## src/hdl/pel_pkg.sv

```systemverilog
package pel_pkg;

    localparam int MODE_W = 3;
    localparam int POS_W = 5;
    localparam int VALUE_W = 32;
    localparam int LEN_W = 5;

    localparam logic [MODE_W-1:0] MODE_READ_AT   = 3'd0;
    localparam logic [MODE_W-1:0] MODE_INSERT_AT = 3'd1;
    localparam logic [MODE_W-1:0] MODE_DELETE_AT = 3'd2;
    localparam logic [MODE_W-1:0] MODE_APPEND    = 3'd3;
    localparam logic [MODE_W-1:0] MODE_DROP_LAST = 3'd4;
    localparam logic [MODE_W-1:0] MODE_READ_LAST = 3'd5;
    localparam logic [MODE_W-1:0] MODE_POP_FIRST = 3'd6;

    typedef struct packed {
        logic capture;
        logic execute;
    } pel_cmd_t;

endpackage

```

## src/hdl/pel_datapath.sv

```systemverilog
module pel_datapath
    import pel_pkg::*;
#(
    parameter int MAX_LEN = 16
) (
    input  logic                      aclk,
    input  logic                      aresetn,
    input  pel_cmd_t                  cmd,
    input  logic [MODE_W-1:0]         mode,
    input  logic [POS_W-1:0]          position,
    input  logic signed [VALUE_W-1:0] item_value,
    output logic                      ok,
    output logic signed [VALUE_W-1:0] read_value,
    output logic [LEN_W-1:0]          length
);

    localparam int CNT_W = $clog2(MAX_LEN + 1);
    localparam int IDX_W = $clog2(MAX_LEN);
    localparam int EXT_W = (CNT_W > POS_W) ? CNT_W : POS_W;

    logic [MODE_W-1:0]         mode_reg;
    logic [POS_W-1:0]          pos_reg;
    logic signed [VALUE_W-1:0] value_reg;

    logic signed [VALUE_W-1:0] entries_reg [MAX_LEN];
    logic signed [VALUE_W-1:0] entries_next [MAX_LEN];
    logic [CNT_W-1:0]          count_reg;
    logic [CNT_W-1:0]          count_next;

    logic                      ok_reg;
    logic                      ok_next;
    logic signed [VALUE_W-1:0] read_value_reg;
    logic signed [VALUE_W-1:0] read_value_next;

    logic [EXT_W-1:0] pos_ext;
    logic [EXT_W-1:0] cnt_ext;
    logic [EXT_W-1:0] target;
    logic             do_insert;
    logic             do_delete;
    logic             do_read;
    logic             not_full;
    logic             not_empty;

    assign pos_ext   = EXT_W'(pos_reg);
    assign cnt_ext   = EXT_W'(count_reg);
    assign not_full  = cnt_ext < EXT_W'(MAX_LEN);
    assign not_empty = count_reg != '0;

    always_comb begin
        do_insert = 1'b0;
        do_delete = 1'b0;
        do_read   = 1'b0;
        target    = pos_ext;
        unique case (mode_reg)
            MODE_READ_AT: begin
                do_read = pos_ext < cnt_ext;
            end
            MODE_INSERT_AT: begin
                do_insert = not_full && (pos_ext <= cnt_ext);
            end
            MODE_DELETE_AT: begin
                do_delete = pos_ext < cnt_ext;
            end
            MODE_APPEND: begin
                target    = cnt_ext;
                do_insert = not_full;
            end
            MODE_DROP_LAST: begin
                target    = cnt_ext - EXT_W'(1);
                do_delete = not_empty;
            end
            MODE_READ_LAST: begin
                target  = cnt_ext - EXT_W'(1);
                do_read = not_empty;
            end
            MODE_POP_FIRST: begin
                target    = '0;
                do_read   = not_empty;
                do_delete = not_empty;
            end
            default: begin
                target = pos_ext;
            end
        endcase
    end

    always_comb begin
        for (int i = 0; i < MAX_LEN; i++) begin
            entries_next[i] = entries_reg[i];
            if (do_insert) begin
                if (EXT_W'(i) == target) begin
                    entries_next[i] = value_reg;
                end else if (i > 0 && EXT_W'(i) > target) begin
                    entries_next[i] = entries_reg[(i > 0) ? i - 1 : 0];
                end
            end else if (do_delete) begin
                if (i < MAX_LEN - 1 && EXT_W'(i) >= target) begin
                    entries_next[i] = entries_reg[(i < MAX_LEN - 1) ? i + 1 : i];
                end
            end
        end
        count_next = count_reg;
        if (do_insert) begin
            count_next = count_reg + CNT_W'(1);
        end else if (do_delete) begin
            count_next = count_reg - CNT_W'(1);
        end
        ok_next         = do_insert || do_delete || do_read;
        read_value_next = do_read ? entries_reg[target[IDX_W-1:0]] : '0;
    end

    always_ff @(posedge aclk) begin
        if (cmd.capture) begin
            mode_reg  <= mode;
            pos_reg   <= position;
            value_reg <= item_value;
        end
        if (cmd.execute) begin
            for (int i = 0; i < MAX_LEN; i++) begin
                entries_reg[i] <= entries_next[i];
            end
            ok_reg         <= ok_next;
            read_value_reg <= read_value_next;
        end
    end

    always_ff @(posedge aclk) begin
        if (!aresetn) begin
            count_reg <= '0;
        end else if (cmd.execute) begin
            count_reg <= count_next;
        end
    end

    logic [EXT_W-1:0] len_ext;
    assign len_ext = EXT_W'(count_reg);

    assign ok         = ok_reg;
    assign read_value = read_value_reg;
    assign length     = len_ext[LEN_W-1:0];

endmodule

```

## src/hdl/pel_controller.sv

```systemverilog
module pel_controller
    import pel_pkg::*;
(
    input  logic     aclk,
    input  logic     aresetn,
    input  logic     s_tvalid,
    output logic     s_tready,
    output logic     m_tvalid,
    input  logic     m_tready,
    output pel_cmd_t cmd
);

    typedef enum logic [1:0] {
        ST_IDLE,
        ST_EXEC,
        ST_RESP
    } state_t;

    state_t state_reg;
    logic   s_tready_reg;
    logic   m_tvalid_reg;

    always_ff @(posedge aclk) begin
        if (!aresetn) begin
            state_reg    <= ST_IDLE;
            s_tready_reg <= 1'b0;
            m_tvalid_reg <= 1'b0;
        end else begin
            unique case (state_reg)
                ST_IDLE: begin
                    if (s_tvalid && s_tready_reg) begin
                        state_reg    <= ST_EXEC;
                        s_tready_reg <= 1'b0;
                    end else begin
                        s_tready_reg <= 1'b1;
                    end
                end
                ST_EXEC: begin
                    state_reg    <= ST_RESP;
                    m_tvalid_reg <= 1'b1;
                end
                ST_RESP: begin
                    if (m_tready) begin
                        state_reg    <= ST_IDLE;
                        m_tvalid_reg <= 1'b0;
                        s_tready_reg <= 1'b1;
                    end
                end
                default: begin
                    state_reg <= ST_IDLE;
                end
            endcase
        end
    end

    assign s_tready    = s_tready_reg;
    assign m_tvalid    = m_tvalid_reg;
    assign cmd.capture = s_tvalid && s_tready_reg;
    assign cmd.execute = state_reg == ST_EXEC;

endmodule

```

## src/hdl/positional_list_engine_top.sv

```systemverilog
// Ordered list of up to MAX_LEN signed 32-bit entries addressed by position.
// The slave channel carries one request word: an operation code, a position
// and a value. The master channel returns one response word per request:
// a success flag, the value read and the list length after the request.
// A request is captured on acceptance, carried out in the next cycle, and
// its response is valid from the cycle after that. One request is in
// flight at a time; a new request is accepted only after the response has
// been taken, following the capture, execute and response steps of the
// controller. Inserts and deletes move every entry behind the position
// together through a shift array of registers.
// Reset clears the list to empty and drops any pending response; s_tready
// rises after reset is released. When the receiver stalls, the response
// word holds and no new request is accepted until it is taken.
module positional_list_engine_top
    import pel_pkg::*;
#(
    parameter int MAX_LEN = 16
) (
    input  logic        aclk,
    input  logic        aresetn,
    input  logic        s_tvalid,
    output logic        s_tready,
    // mode [2:0], position [7:3], item_value [39:8]
    input  logic [39:0] s_tdata,
    output logic        m_tvalid,
    input  logic        m_tready,
    // ok [0], read_value [32:1], length [37:33], zero [39:38]
    output logic [39:0] m_tdata
);

    pel_cmd_t                  cmd;
    logic                      ok;
    logic signed [VALUE_W-1:0] read_value;
    logic [LEN_W-1:0]          length;

    pel_controller u_controller (
        .aclk     (aclk),
        .aresetn  (aresetn),
        .s_tvalid (s_tvalid),
        .s_tready (s_tready),
        .m_tvalid (m_tvalid),
        .m_tready (m_tready),
        .cmd      (cmd)
    );

    pel_datapath #(
        .MAX_LEN (MAX_LEN)
    ) u_datapath (
        .aclk       (aclk),
        .aresetn    (aresetn),
        .cmd        (cmd),
        .mode       (s_tdata[2:0]),
        .position   (s_tdata[7:3]),
        .item_value (s_tdata[39:8]),
        .ok         (ok),
        .read_value (read_value),
        .length     (length)
    );

    assign m_tdata = {2'b00, length, read_value, ok};

endmodule
```

## config.mk

```make
export PLATFORM = sky130hd
export DESIGN_NAME = positional_list_engine_top
export DESIGN_NICKNAME = d
export VERILOG_FILES = /design/src/hdl/pel_pkg.sv /design/src/hdl/pel_datapath.sv /design/src/hdl/pel_controller.sv /design/src/hdl/positional_list_engine_top.sv
export SDC_FILE = /design/constraint.sdc
export NUM_CORES = 2
export LEC_CHECK = 0
export ABC_CLOCK_PERIOD_IN_PS = 6400
export BUFFER_PORTS_ARGS = -buffer_cell sky130_fd_sc_hd__buf_2
export CAP_MARGIN = 20
export CORE_ASPECT_RATIO = 1.25
export CORE_MARGIN = 4
export CORE_UTILIZATION = 25
export CTS_CLUSTER_SIZE = 14
export DETAILED_ROUTE_END_ITERATION = 12
export PLACE_DENSITY_LB_ADDON = 0.3
export SYNTH_ARGS = -nofsm -noshare
export SYNTH_HDL_FRONTEND = slang
export SYNTH_SLANG_ARGS = --single-unit
```

## constraint.sdc

```tcl
create_clock -name aclk -period 6.4 [get_ports aclk]
set_input_delay 0.96 -clock aclk [delete_from_list [all_inputs] [get_ports aclk]]
set_output_delay 0.96 -clock aclk [all_outputs]
set_load 0.02 [all_outputs]
```

# After elaboration in Yosys (flattened, before gate mapping)
# Memories as Yosys holds them, arrays and structs flattened. A register that Yosys moved wholly into a read port is not among the register bits.
# Index checks and enable logic that the tools add are counted.
[totals] word_cells=181 inputBits=44 out_inout_bits=42 mem_bits_rw=512 mem_count=1 register_bits=50
[memory_table] memory="u_datapath.entries_reg" depth=16 word_bits=32 read_ports=17 rd_ports_with_merged_regs=1 wr=16 line="pel_datapath.sv:25" text="logic signed [VALUE_W-1:0] entries_reg [MAX_LEN];"
[classes] n_addsub=2 n_lt_le_gt_ge=33 reduce_logical=19 eq_ne=25 muxes=93
[op_table] operator="32-bit two-way mux" count=77
[op_table] operator="4-bit by 5-bit equality test with 1-bit output, first input constant" count=8
[op_table] operator="4-bit by 5-bit > comparator with 1-bit output, first input constant" count=8
[op_table] operator="4-bit by 5-bit >= comparator with 1-bit output, first input constant" count=7
[op_table] operator="3-bit by 5-bit equality test with 1-bit output, first input constant" count=4
[op_table] operator="3-bit by 5-bit >= comparator with 1-bit output, first input constant" count=4
[op_table] operator="3-bit by 5-bit > comparator with 1-bit output, first input constant" count=4
[op_table] operator="5-bit one-hot mux with 3 select lines" count=1
[op_table] operator="2-bit by 5-bit equality test with 1-bit output, first input constant" count=2
[op_table] operator="1-bit by 5-bit >= comparator with 1-bit output, first input constant" count=2
[op_table] operator="2-bit by 5-bit >= comparator with 1-bit output, first input constant" count=2
[op_table] operator="2-bit by 5-bit > comparator with 1-bit output, first input constant" count=2
[op_table] operator="5-bit two-way mux" count=2
[op_table] operator="1-bit one-hot mux with 2 select lines" count=5
[op_table] operator="3-bit equality test, second input constant" count=3
[op_table] operator="2-bit AND reduction" count=4
[op_table] operator="3-bit by 2-bit equality test with 1-bit output, second input constant" count=2
[op_table] operator="2-bit one-hot mux with 3 select lines" count=1
[op_table] operator="2-bit nonzero test" count=3
[op_table] operator="2-bit OR reduction" count=3
[op_table] operator="5-bit by 1-bit adder with 5-bit output, second input constant" count=1
[op_table] operator="1-bit by 5-bit equality test with 1-bit output, first input constant" count=1
[op_table] operator="1-bit by 5-bit > comparator with 1-bit output, first input constant" count=1
[op_table] operator="5-bit less-or-equal comparator" count=1
[op_table] operator="other kinds (16)" count=24

# Longest topological paths before layout
[depth] depth_word=7 mapped_depth=13 ltp_nobuf=9

# By module
# From an unflattened synthesis, not the netlist that was laid out.
[hier_totals] hier_cells=3327 hier_area_um2=32703.9
[by_module_without_submodules] module="pel_datapath" instances=1 cells_per_inst=3308 area_each_um2=32516.2 seq_area_each_um2=17666.9
[by_module_without_submodules] module="pel_controller" instances=1 cells_per_inst=15 area_each_um2=161.4 seq_area_each_um2=80.1
[by_module_without_submodules] module="positional_list_engine_top" instances=1 cells_per_inst=4 area_each_um2=26.3 seq_area_each_um2=0.0

# Least setup slack after synthesis
# No wires, ideal clock.
[synth_path] path_kind="register to register" startpoint="register u_controller.state_reg[0]" endpoint="memory u_datapath.entries_reg[0][0], enable pin" t_required_ps=5899 setup_slack_ps=143 t_arrival_ps=5756 n_path_buf=1 path_stages_with_launch=7 synth_period_minus_slack_ps=6257 setup_time_ps=501 path_cell_list="dfxtp_1 inv_1 nor2_1 o21ai_1 or2_1 clkbuf_1 nor4_1"
[synth_rtl] item="from (decl)" line="pel_controller.sv:19" text="state_t state_reg;"
[synth_rtl] item="from (signal assigned)" line="pel_controller.sv:25" text="state_reg <= ST_IDLE;"
[synth_rtl] item="from (signal assigned)" line="pel_controller.sv:32" text="state_reg <= ST_EXEC;"
[synth_rtl] item="from (signal assigned)" line="pel_controller.sv:39" text="state_reg <= ST_RESP;"
[synth_rtl] item="to (decl)" line="pel_datapath.sv:25"

==> run summary <==
The maximum number of pins on one net before global-route repair is about 260. The max-capacitance violation count came out at 0. The post-layout minimum cycle time is 4.34 ns. STA puts the critical path data required time at roughly 6.7 ns. On the final layout, the worst clock skew is 0.0342 ns.

After routing the design area is 38300 sq um. After clock tree synthesis, the clock-pin slew on the worst setup and hold paths is 0.06 ns. In the synthesized netlist the dominant register cell turns out to be sky130_fd_sc_hd__edfxtp_1.

The number of global-route vias before repair is around 24000. The die area came out at 143000 sq um. During synthesis, Yosys emitted a total of 0 warnings. The number of ports placed on the die boundary came out at 86. The register area came out at 17700 sq um. The total global routing track utilization came out at 0.151.

At the end of routability-driven placement, the weighted congestion stood at 0.759. Detailed routing inserted a total of 24456 vias. Setup repair after global routing left no endpoint under its margin. The number of nets with antenna violations after routing came out at 0. The flow ran to the end, and the final reports show no timing, DRC or antenna violations. The floorplan die height came out at 421 um. The post-route clock period utilization is 0.678.

VDD sags by at most about 0.00020 V. The measured slew at the worst slew-check pin is 1.11 ns. The min-delay analysis places its worst path in the category primary input to flip-flop. The number of antenna violations at the first check in global routing came out at 2.

The classification of the worst setup path is flip-flop to flip-flop. Traced cell by cell, the critical path runs through inv_1 -> ha_1 -> a21o_1 -> a21o_1 -> a2111oi_2 -> o2bb2ai_1 -> o21ai_2 -> buf_4 -> or2_1 -> inv_2 -> buf_4. The H-tree depth came out at 3. The post-synthesis average cell area is 10.7 sq um. The post-synthesis instance total is 3183.

The number of cells in the design after placement came out at 4794. Compared with the post-synthesis result, the final layout area differs by 12.1%. Yosys mapped the design onto 67 distinct sky130hd cell types. The final cell count without fillers came out at 4913. CTS placed an instance of sky130_fd_sc_hd__clkbuf_16 at the clock tree root.

The routed wire length per instance came out at about 23 um. For the worst flop-to-flop path, the logic depth is 11. The iteration-0 DRC count of the detailed router came out at 1883. The placed instances occupy a cell area of roughly 36000 sq um. The HPWL after detailed placement is 64.5 mm. The number of fill cells in the layout is 14187. Post-CTS repair changed the size of 0 cells. The minimum hold slack is 0.491 ns. The post-route setup TNS came out at 0 ns. In this run, synthesis inferred 585 flip-flops with an integrated enable. The maximum cell stage delay along the critical path came out at 0.94 ns. The final hold violation count is 0. The share of async-settable or async-resettable flops after synthesis came out at 0. Measured along the x axis, the die boundary spans 339 um. In this run, post-CTS hold repair placed 0 buffers.

The per-cell via count in the routed design is 4.98. The initial utilization of the core area, before any placement, comes to 0.252. The count of final setup violators came out at 0. The remaining global-route overflow is 0. STA classifies the critical path startpoint as a flip-flop. The layout net count is ~3200. The arrival time of the worst setup path is 4.68 ns. The sequential element share of the synthesized area came out at 0.520.

TritonCTS built the clock tree. The total wire length after detailed routing is 111 mm. The flip-flop count of the largest register, all copies and words added came out at 512. The first detailed-routing pass took 6 iterations. In the final layout, the share of cells above drive strength 1 is 0.137. The TritonCTS sink count is 594. The core area came out at 136000 sq um.

The number of buffers created by CTS is 66. The post-detailed-route DRC marker count came out at 0. The number of placement rows came out at 151. Along the worst hold path, the cell count comes to 1. The mapped netlist covers 34200 sq um.

The worst pin sits at a relative slew slack of 0.258. The first global-routing pass estimated 164 mm of wire. The clock latency on the worst-skew pair came out at approximately 0.66 ns.

In this run the deepest clock path goes through 3 buffers. The max-slew violation count came out at 0. The power per unit of standard cell area is 245 nW/um^2. For this design, the slowest cell found on the critical path is sky130_fd_sc_hd__inv_2. The synthesized design contains 594 register bits. Buffers placed on the I/O ports in this run total 83. The area taken by multi-input logic gates came out at ~15000 sq um. Along the worst path, the maximum fanout reaches 29. Post-CTS timing repair inserted 0 buffers for setup. Summed over all cells, the static leakage comes to around 16 nW. Static timing analysis puts the maximum clock frequency at 230 MHz. STA classifies the critical path endpoint as a flip-flop.
Yosys cell counts, types with 7 or more instances:
cell / number / share of area
sky130_fd_sc_hd__a2111oi_2: 27 / 0.012
sky130_fd_sc_hd__a32oi_1: 32 / 0.0082
sky130_fd_sc_hd__buf_6: 24 / 0.0079
sky130_fd_sc_hd__o21ai_1: 304 / 0.045
sky130_fd_sc_hd__mux2_4: 20 / 0.0088
sky130_fd_sc_hd__inv_1: 11 / 0.0012
sky130_fd_sc_hd__a21boi_1: 25 / 0.0055
sky130_fd_sc_hd__ha_1: 8 / 0.0029
sky130_fd_sc_hd__o221ai_1: 32 / 0.0082
sky130_fd_sc_hd__a21boi_0: 7 / 0.0015
sky130_fd_sc_hd__a21oi_1: 47 / 0.0069
sky130_fd_sc_hd__nand2_1: 783 / 0.086
sky130_fd_sc_hd__mux2_2: 77 / 0.025
sky130_fd_sc_hd__clkbuf_1: 168 / 0.018
sky130_fd_sc_hd__dfxtp_1: 9 / 0.0053
sky130_fd_sc_hd__buf_2: 43 / 0.0063
sky130_fd_sc_hd__edfxtp_1: 585 / 0.51
sky130_fd_sc_hd__nand2b_1: 34 / 0.0062
sky130_fd_sc_hd__mux2i_1: 516 / 0.15
sky130_fd_sc_hd__nand2_2: 8 / 0.0015
sky130_fd_sc_hd__buf_4: 43 / 0.0095
sky130_fd_sc_hd__a221oi_2: 21 / 0.0092
sky130_fd_sc_hd__o21ai_0: 154 / 0.023
sky130_fd_sc_hd__nand3_1: 69 / 0.010
sky130_fd_sc_hd__nor2_1: 43 / 0.0047
sky130_fd_sc_hd__a221oi_1: 11 / 0.0028
per-stage QoR:
step                      setup WS (ns)   util  power (mW)
after floorplan                   0.143      -        5.15
after CTS                          2.06  0.282        9.51
after detailed placement           2.06  0.266        5.47
after global placement             2.06  0.266        5.47
after global routing               1.88  0.282        9.73
final                              2.06  0.282        9.38
cells by family after synthesis:
| logic type | share of synthesized area |
|---|---|
| AOI/OAI and AO/OA | 0.129 |
| muxes | 0.186 |
| and+or+nand+nor | 0.118 |
| xor gates and xnor gates | 0.000513 |
| buffers and inverters | 0.0439 |
| DFF | 0.520 |
| other | 0.000110 |
| adders and majority gates | 0.00293 |
per-layer routing:
layer  vias up  track usage  share of wire
met5         -            0              0
met3       167       0.0152          0.036
met4         0       0.0492          0.029
met1     12201        0.187           0.43
met2       569        0.273           0.51
li1      11519            -              -
critical path, delay by kind of cell (launching register included):
| kind | cells | cell delay (ns) |
|---|---|---|
| flops | 1 | 0.51 |
| simple gates | 1 | 0.53 |
| fa+ha+maj | 1 | 0.32 |
| compound gates | 5 | 1.09 |
| buf+inv | 4 | 1.54 |
power breakdown:
group          total, mW  leakage (nW)  switching (mW)  internal (mW)
clock               3.99          1.06            1.69           2.30
sequential          4.38          5.37          0.0716           4.30
combinational       1.01          10.0           0.671          0.339
total               9.38          16.5            2.43           6.95
path summary, 6_finish.rpt:
kind              slack [ns]                   from                       endpoint
setup / recovery        2.06   u_datapath.length[2]  u_datapath.entries_reg[7][22]
hold / removal          0.49            s_tdata[21]       u_datapath.value_reg[13]
setup reg to reg        2.06   u_datapath.length[2]  u_datapath.entries_reg[7][22]
hold reg to reg         0.50  u_controller.m_tvalid          u_controller.m_tvalid
cell type report:
class,instances,share of cell area
sequential,594,0.464
multi-input combinational,2296,0.398
tap,1759,0.0575
clock buffer,81,0.0465
timing repair buffer,133,0.0233
clock inverter,37,0.0101
inverter,12,0.00118
antenna,1,0.0000654
placed cells by master, fill, tap and decap left out, types with 8 or more instances in the layout:
cell type / Yosys / layout
sky130_fd_sc_hd__a21oi_1: 47 / 40
sky130_fd_sc_hd__a221oi_2: 21 / 21
sky130_fd_sc_hd__mux2_4: 20 / 20
sky130_fd_sc_hd__a221oi_1: 11 / 11
sky130_fd_sc_hd__a21oi_4: 0 / 8
sky130_fd_sc_hd__buf_4: 43 / 42
sky130_fd_sc_hd__dfxtp_1: 9 / 9
sky130_fd_sc_hd__o221ai_1: 32 / 32
sky130_fd_sc_hd__a21boi_1: 25 / 25
sky130_fd_sc_hd__buf_12: 0 / 8
sky130_fd_sc_hd__edfxtp_1: 585 / 585
sky130_fd_sc_hd__buf_2: 43 / 83
sky130_fd_sc_hd__nand2b_1: 34 / 34
sky130_fd_sc_hd__ha_1: 8 / 8
sky130_fd_sc_hd__a32oi_1: 32 / 32
sky130_fd_sc_hd__nand2_1: 783 / 777
sky130_fd_sc_hd__clkinv_2: 0 / 13
sky130_fd_sc_hd__nor2_1: 43 / 39
sky130_fd_sc_hd__clkinv_1: 0 / 11
sky130_fd_sc_hd__mux2i_1: 516 / 516
sky130_fd_sc_hd__nand3_1: 69 / 67
sky130_fd_sc_hd__o21ai_0: 154 / 154
sky130_fd_sc_hd__nand2_4: 1 / 10
sky130_fd_sc_hd__bufinv_16: 0 / 8
sky130_fd_sc_hd__mux2_2: 77 / 77
sky130_fd_sc_hd__clkbuf_16: 0 / 69
sky130_fd_sc_hd__clkbuf_1: 168 / 11
sky130_fd_sc_hd__a2111oi_2: 27 / 27
sky130_fd_sc_hd__inv_1: 11 / 9
sky130_fd_sc_hd__o21ai_1: 304 / 303
(Power assumes the default switching activity.)
